<file path="config.mk">
export PLATFORM = sky130hd
export DESIGN_NAME = percent_decoder
export DESIGN_NICKNAME = d
export VERILOG_FILES = /design/src/hw/rtl/pd_pkg.sv /design/src/hw/rtl/pd_decode.sv /design/src/hw/rtl/pd_out_buf.sv /design/src/hw/rtl/percent_decoder.sv
export SDC_FILE = /design/constraint.sdc
export NUM_CORES = 1
export LEC_CHECK = 0
export BUFFER_PORTS_ARGS = -buffer_cell sky130_fd_sc_hd__buf_2
export CORE_UTILIZATION = 40
export DETAILED_ROUTE_END_ITERATION = 10
export HOLD_SLACK_MARGIN = 0.15
export PLACE_DENSITY_LB_ADDON = 0.2
export SYNTH_ARGS = -nofsm -noshare
export SYNTH_HDL_FRONTEND = slang
export SYNTH_HIERARCHICAL = 1
export SYNTH_SLANG_ARGS = --single-unit
</file>
<file path="constraint.sdc">
create_clock -name clk -period 4.1 [get_ports clk]
set_input_delay 0.82 -clock clk [delete_from_list [all_inputs] [get_ports clk]]
set_output_delay 0.82 -clock clk [all_outputs]
set_load 0.05 [all_outputs]
</file>
<file path="src/hw/rtl/pd_pkg.sv">
// ----------------------------------------------------------------------------
// Percent decoder package
// Shared character constants, the hex digit helper and the result bundle
// that travels from the decode stage to the output buffer.
// ----------------------------------------------------------------------------
package pd_pkg;

	// Characters with special meaning in an encoded string.
	localparam logic [7:0] CH_PERCENT = 8'h25;
	localparam logic [7:0] CH_PLUS    = 8'h2B;
	localparam logic [7:0] CH_SPACE   = 8'h20;
	localparam logic [7:0] CH_ZERO    = 8'h30;
	localparam logic [7:0] CH_NINE    = 8'h39;
	localparam logic [7:0] CH_UPPER_A = 8'h41;
	localparam logic [7:0] CH_UPPER_F = 8'h46;
	localparam logic [7:0] CH_LOWER_A = 8'h61;
	localparam logic [7:0] CH_LOWER_F = 8'h66;

	// Escape progress codes.
	localparam logic [1:0] PEND_NONE    = 2'd0;
	localparam logic [1:0] PEND_PERCENT = 2'd1;
	localparam logic [1:0] PEND_DIGIT   = 2'd2;

	// Most results one input byte can cause.
	localparam int MaxResults = 3;

	// Results of one input byte, in emission order.
	typedef struct packed {
		logic [MaxResults-1:0][7:0] bytes;
		logic [1:0]                 count;
		logic                       last;
	} pd_res_t;

	// Hex digit value in bits 3:0; bit 4 is set when the byte is no hex digit.
	function automatic logic [4:0] hex_value(input logic [7:0] c);
		logic [4:0] v;
		if (c >= CH_ZERO && c <= CH_NINE) begin
			v = {1'b0, 4'(c - CH_ZERO)};
		end else if (c >= CH_UPPER_A && c <= CH_UPPER_F) begin
			v = {1'b0, 4'(c - CH_UPPER_A + 8'd10)};
		end else if (c >= CH_LOWER_A && c <= CH_LOWER_F) begin
			v = {1'b0, 4'(c - CH_LOWER_A + 8'd10)};
		end else begin
			v = 5'h10;
		end
		return v;
	endfunction

endpackage

</file>
<file path="src/hw/rtl/pd_decode.sv">
// ----------------------------------------------------------------------------
// Percent decoder escape stage
// Holds the pending escape state and turns one registered input byte into
// its list of up to three decoded bytes.
// ----------------------------------------------------------------------------
module pd_decode (
	input  logic           clk,
	input  logic           arst_n,
	input  logic [7:0]     byte_s1,
	input  logic           last_s1,
	input  logic           advance,
	output pd_pkg::pd_res_t res
);
	import pd_pkg::*;

	logic [1:0] pend_q;
	logic [7:0] held_q;
	logic [1:0] pend_d;
	logic [7:0] held_d;
	logic [4:0] hv;
	logic [4:0] held_hv;
	logic       is_hex;

	assign hv      = hex_value(byte_s1);
	assign held_hv = hex_value(held_q);
	assign is_hex  = ~hv[4];

	// Build the result list by appending bytes in order.
	always_comb begin
		logic [1:0] n;
		logic       fresh;
		n      = 2'd0;
		fresh  = 1'b0;
		pend_d = PEND_NONE;
		held_d = held_q;
		res.bytes = '0;
		res.last  = last_s1;
		case (pend_q)
			PEND_PERCENT: begin
				if (is_hex && !last_s1) begin
					pend_d = PEND_DIGIT;
					held_d = byte_s1;
				end else begin
					res.bytes[n] = CH_PERCENT;
					n = n + 2'd1;
					fresh = 1'b1;
				end
			end
			PEND_DIGIT: begin
				if (is_hex) begin
					res.bytes[n] = {held_hv[3:0], hv[3:0]};
					n = n + 2'd1;
				end else begin
					res.bytes[n] = CH_PERCENT;
					n = n + 2'd1;
					res.bytes[n] = held_q;
					n = n + 2'd1;
					fresh = 1'b1;
				end
			end
			default: begin
				fresh = 1'b1;
			end
		endcase
		// The byte as seen from idle.
		if (fresh) begin
			if (byte_s1 == CH_PERCENT && !last_s1) begin
				pend_d = PEND_PERCENT;
			end else if (byte_s1 == CH_PLUS) begin
				res.bytes[n] = CH_SPACE;
				n = n + 2'd1;
			end else begin
				res.bytes[n] = byte_s1;
				n = n + 2'd1;
			end
		end
		// The final byte of a string always leaves the state idle.
		if (last_s1) begin
			pend_d = PEND_NONE;
			held_d = '0;
		end
		res.count = n;
	end

	// Escape state advances when the byte moves on to the output buffer.
	always_ff @(posedge clk or negedge arst_n) begin
		if (!arst_n) begin
			pend_q <= PEND_NONE;
			held_q <= '0;
		end else if (advance) begin
			pend_q <= pend_d;
			held_q <= held_d;
		end
	end

endmodule

</file>
<file path="src/hw/rtl/pd_out_buf.sv">
// ----------------------------------------------------------------------------
// Percent decoder output buffer
// Stores the results of one input byte and hands them out one transaction
// per cycle while out_stall is low, flagging the last one of the run and of the string.
// ----------------------------------------------------------------------------
module pd_out_buf (
	input  logic            clk,
	input  logic            arst_n,
	input  logic            load,
	input  pd_pkg::pd_res_t res,
	output logic            free,
	output logic            out_valid,
	input  logic            out_stall,
	output logic [7:0]      out_byte,
	output logic            run_end,
	output logic            string_end
);
	import pd_pkg::*;

	logic [MaxResults-1:0][7:0] ent_q;
	logic [1:0]                 cnt_q;
	logic [1:0]                 ptr_q;
	logic                       last_q;
	logic                       take;

	assign out_valid  = (cnt_q != 2'd0);
	assign out_byte   = ent_q[ptr_q];
	assign run_end    = (ptr_q == 2'(cnt_q - 2'd1));
	assign string_end = run_end & last_q;
	assign take       = out_valid & ~out_stall;

	// The buffer can take new results once the current run is fully delivered.
	assign free = ~out_valid | (take & run_end);

	// Control: count of stored results and the read pointer.
	always_ff @(posedge clk or negedge arst_n) begin
		if (!arst_n) begin
			cnt_q <= 2'd0;
			ptr_q <= 2'd0;
		end else if (load) begin
			cnt_q <= res.count;
			ptr_q <= 2'd0;
		end else if (take) begin
			if (run_end) begin
				cnt_q <= 2'd0;
				ptr_q <= 2'd0;
			end else begin
				ptr_q <= ptr_q + 2'd1;
			end
		end
	end

	// Payload of the stored run.
	always_ff @(posedge clk) begin
		if (load) begin
			ent_q  <= res.bytes;
			last_q <= res.last;
		end
	end

endmodule

</file>
<file path="src/hw/rtl/percent_decoder.sv">
// A byte is registered on acceptance and decoded combinationally; its results are
// offered once loaded into the free output buffer; an escape-only byte yields none.
// Throughput: one input byte per cycle while each byte yields at most one result
// and out_stall is low; a byte with more results holds the buffer till all are out.
// Reset: arst_n clears the input stage, the escape state and the output buffer.
// ----------------------------------------------------------------------------
// Percent decoder top level
// Streaming URI percent decoder with plus-as-space, built as an input
// register, an escape decode stage and a result buffer.
// ----------------------------------------------------------------------------
module percent_decoder (
	input  logic       clk,
	input  logic       arst_n,
	input  logic       in_valid,
	output logic       in_stall,
	input  logic [7:0] in_byte,
	input  logic       is_last,
	output logic       out_valid,
	input  logic       out_stall,
	output logic [7:0] out_byte,
	output logic       run_end,
	output logic       string_end
);
	import pd_pkg::*;

	logic       valid_s1;
	logic [7:0] byte_s1;
	logic       last_s1;
	logic       free;
	logic       advance;
	logic       accept;
	pd_res_t    res;

	assign advance  = valid_s1 & free;
	assign in_stall = valid_s1 & ~free;
	assign accept   = in_valid & ~in_stall;

	// Input stage valid flag.
	always_ff @(posedge clk or negedge arst_n) begin
		if (!arst_n) begin
			valid_s1 <= 1'b0;
		end else if (accept) begin
			valid_s1 <= 1'b1;
		end else if (advance) begin
			valid_s1 <= 1'b0;
		end
	end

	// Input stage payload.
	always_ff @(posedge clk) begin
		if (accept) begin
			byte_s1 <= in_byte;
			last_s1 <= is_last;
		end
	end

	pd_decode u_decode (
		.clk     (clk),
		.arst_n  (arst_n),
		.byte_s1 (byte_s1),
		.last_s1 (last_s1),
		.advance (advance),
		.res     (res)
	);

	pd_out_buf u_out_buf (
		.clk        (clk),
		.arst_n     (arst_n),
		.load       (advance),
		.res        (res),
		.free       (free),
		.out_valid  (out_valid),
		.out_stall  (out_stall),
		.out_byte   (out_byte),
		.run_end    (run_end),
		.string_end (string_end)
	);

endmodule

</file>
==> impl_metrics.json <==
{
  "power_density_nw_per_um2": 625,
  "post_cts_buffers": 0,
  "layout_setup_ws_ns": 0.730,
  "drt-initial-drc-count": 145,
  "wirelength_microns": 5950,
  "die_area_sq_um": 7690,
  "status": "finished clean",
  "yosys-mux-area-fraction": 0.0716,
  "tightest_slew_ns": 0.652,
  "ir_drop_v": 0.000530,
  "synth_top_family_by_area": "compound AO/OA/AOI/OAI gates",
  "final_layout_size_suffix_gt1_frac": 0.194,
  "ff2ff_path_depth": 10,
  "area_growth_pct": 10.3,
  "drtPass1Iterations": 4,
  "final_common_cell": "edfxtp_1",
  "yosysSeqAreaShare": 0.476,
  "met1_length_microns": 3000,
  "die_w_microns": 87.7,
  "leakagePower_nw": 1.24,
  "met3_length_microns": 160,
  "synth_cells": 255,
  "cts-root-buf": "clkbuf_8",
  "hold_ws_ns": 0.412,
  "yosys.area.top_type": "edfxtp_1",
  "cts_inserted_buffers": 5,
  "setup_tns_ns": 0,
  "place_ws_ns": 0.758,
  "highest_layer": "met4",
  "synthAdderAreaFrac": 0.0512,
  "grt_overflow": 0,
  "synth.top_cells.by_area": "edfxtp_1 (35%), dfrtp_1 (13%), ha_1 (5.1%)",
  "ff2ff_setup_slack_ns": 0.73,
  "grt_max_degree": 37,
  "rsz0062_at_grt": "no",
  "register_area_sq_um": 1400,
  "drc_errors": 0,
  "power_mw": 2.02,
  "async_flop_share": 0.306,
  "routabilityCongestion": 0.787,
  "cts.repair.resized": 0,
  "fillers": 655,
  "nNetsFinal": 302,
  "met2_length_microns": 2740,
  "clkSinkCount": 49,
  "required_ns": 4.16,
  "multi_input_area_sq_um": 1410,
  "synth_seq_cells": 49,
  "grt_pass1_vias": 1918,
  "synth-xor-area-share": 0.0119,
  "fp-row-count": 30,
  "clkTransAtPathRegs_ns": 0.09,
  "start_util": 0.423,
  "cp-startpoint": "byte_s1[0]",
  "hold_path.class": "input port to async pin",
  "period_share": 0.822,
  "dp_cells": 366,
  "die_h_microns": 87.7,
  "clk_latency_ns": 0.30,
  "stdcell_count": 374,
  "cp-end-kind": "register",
  "yosys_warnings": 6,
  "clock_skew_ns": 0.00413,
  "grt_pass1_wl_microns": 10100,
  "yosysUniqueCellTypes": 63,
  "reg2reg_from": "byte_s1[0]",
  "final_cell_mix": "edfxtp_1 (34), buf_2 (24), nand2_1 (20)",
  "hold_buffers": 0,
  "n_antenna_cell": 0,
  "synth_top_area_frac": 0.348,
  "dp_hpwl_microns": 4340,
  "period_needed_ns": 3.37,
  "cp_data_arrival_time_ns": 3.43,
  "antenna_left": 0,
  "grtUsageTotal": 0.173,
  "cp-start-kind": "register",
  "cts_buffer_depth": 2,
  "routed-via-count": 1941,
  "syn_avg_cell_area_sq_um": 11.5,
  "maxCapViolCount": 0,
  "hold_viol": 0,
  "cts_tree": "built",
  "viasPerCell": 5.19,
  "synth_edf_count": 34,
  "synthFlopType": "edfxtp_1",
  "synthSimpleGateAreaFrac": 0.170,
  "finalSetupViolCount": 0,
  "crit_path_end": "u_out_buf/ent_q[9]",
  "critPathMaxFanout": 8,
  "grt_antenna_before_repair": 0,
  "core_area_sq_um": 6940,
  "ioPinCount": 25,
  "syn_nets": 280,
  "synth_area_sq_um": 2940,
  "wl_per_cell_microns": 15.9,
  "port_buffers": 24,
  "slew_viol_final": 0,
  "rr_endpoint": "u_out_buf/ent_q[9]",
  "critPathKind": "register to register",
  "ctsHtreeMaxLevel": 2,
  "synth_compound_area_frac": 0.175,
  "clock.fmax_mhz": 297,
  "slew_headroom": 0.565
}
==> final cells by class <==
class | count | share of cell area
inverter | 19 | 0.0220
clock inverter | 3 | 0.0143
timing repair buffer | 25 | 0.0394
multi-input combinational | 177 | 0.434
tap | 96 | 0.0371
sequential | 49 | 0.431
clock buffer | 5 | 0.0213
==> synthesized netlist by cell type, types with 2 or more instances <==
cell,instances
edfxtp_1,34
nand2_1,20
inv_1,19
dfrtp_1,15
mux2i_1,15
nor2_1,14
ha_1,12
a32o_1,8
o21ai_1,8
a21oi_1,7
a22o_1,7
and2_1,6
nand2b_1,6
nor3_1,5
buf_2,4
mux2_4,4
nor2b_1,4
o21a_1,4
o21bai_1,4
xnor2_1,4
and3_1,3
buf_4,3
o22ai_1,3
a21o_1,2
buf_1,2
nor2_2,2
nor4b_2,2
o2111ai_1,2
o21ai_0,2
==> critical path: stages, from the launching register on <==
cell	delay (ns)
edfxtp_1	0.52
ha_1	0.30
or3b_1	0.37
and4b_1	0.24
or3_1	0.35
a21o_1	0.19
inv_1	0.09
ha_1	0.24
nor2b_1	0.45
nor3_4	0.12
a32o_1	0.24
==> flip-flops by register name, summed over array words and instances (netlist names), 2 cells and up <==
register,cells
byte_s1,8
u_decode/held_q,8
u_decode/pend_q,2
u_out_buf/cnt_q,2
u_out_buf/ent_q,24
u_out_buf/ptr_q,2
==> per-stage QoR <==
stage	util	instance area, sq um
CTS	0.466	3240
floorplan	-	2940
global route	0.466	3240
finish	0.466	3240
global placement	0.450	3120
detailed placement	0.450	3120
==> kinds of logic after synthesis <==
logic type / count (synthesis)
and+or+nand+nor: 81
AOI/OAI and AO/OA: 61
DFF: 49
buffers and inverters: 29
muxes: 19
adders and majority gates: 12
xor gates and xnor gates: 4
==> how the worst min path moves through the flow <==
| stage | endpoint | slack, ns | cells after the start |
|---|---|---|---|
| floorplan | u_decode/held_q[5] | 0.50 | 1 |
| global placement | valid_s1 | 0.52 | 2 |
| detailed placement | valid_s1 | 0.53 | 2 |
| CTS | valid_s1 | 0.42 | 1 |
| global route | u_decode/pend_q[0] | 0.43 | 1 |
| finish | u_decode/pend_q[0] | 0.41 | 1 |
==> per-layer routing <==
layer	up-vias	track usage
li1	988	-
met1	915	0.244
met2	34	0.281
met3	4	0.0254
met4	0	0.0447
met5	-	0
==> power by group <==
group | internal, mW | leakage, nW | switching, mW | total, mW
clock | 0.183 | 0.0543 | 0.171 | 0.354
combinational | 0.235 | 0.652 | 0.610 | 0.845
sequential | 0.716 | 0.530 | 0.109 | 0.824
Note: power is estimated with default switching activity, not from simulation.
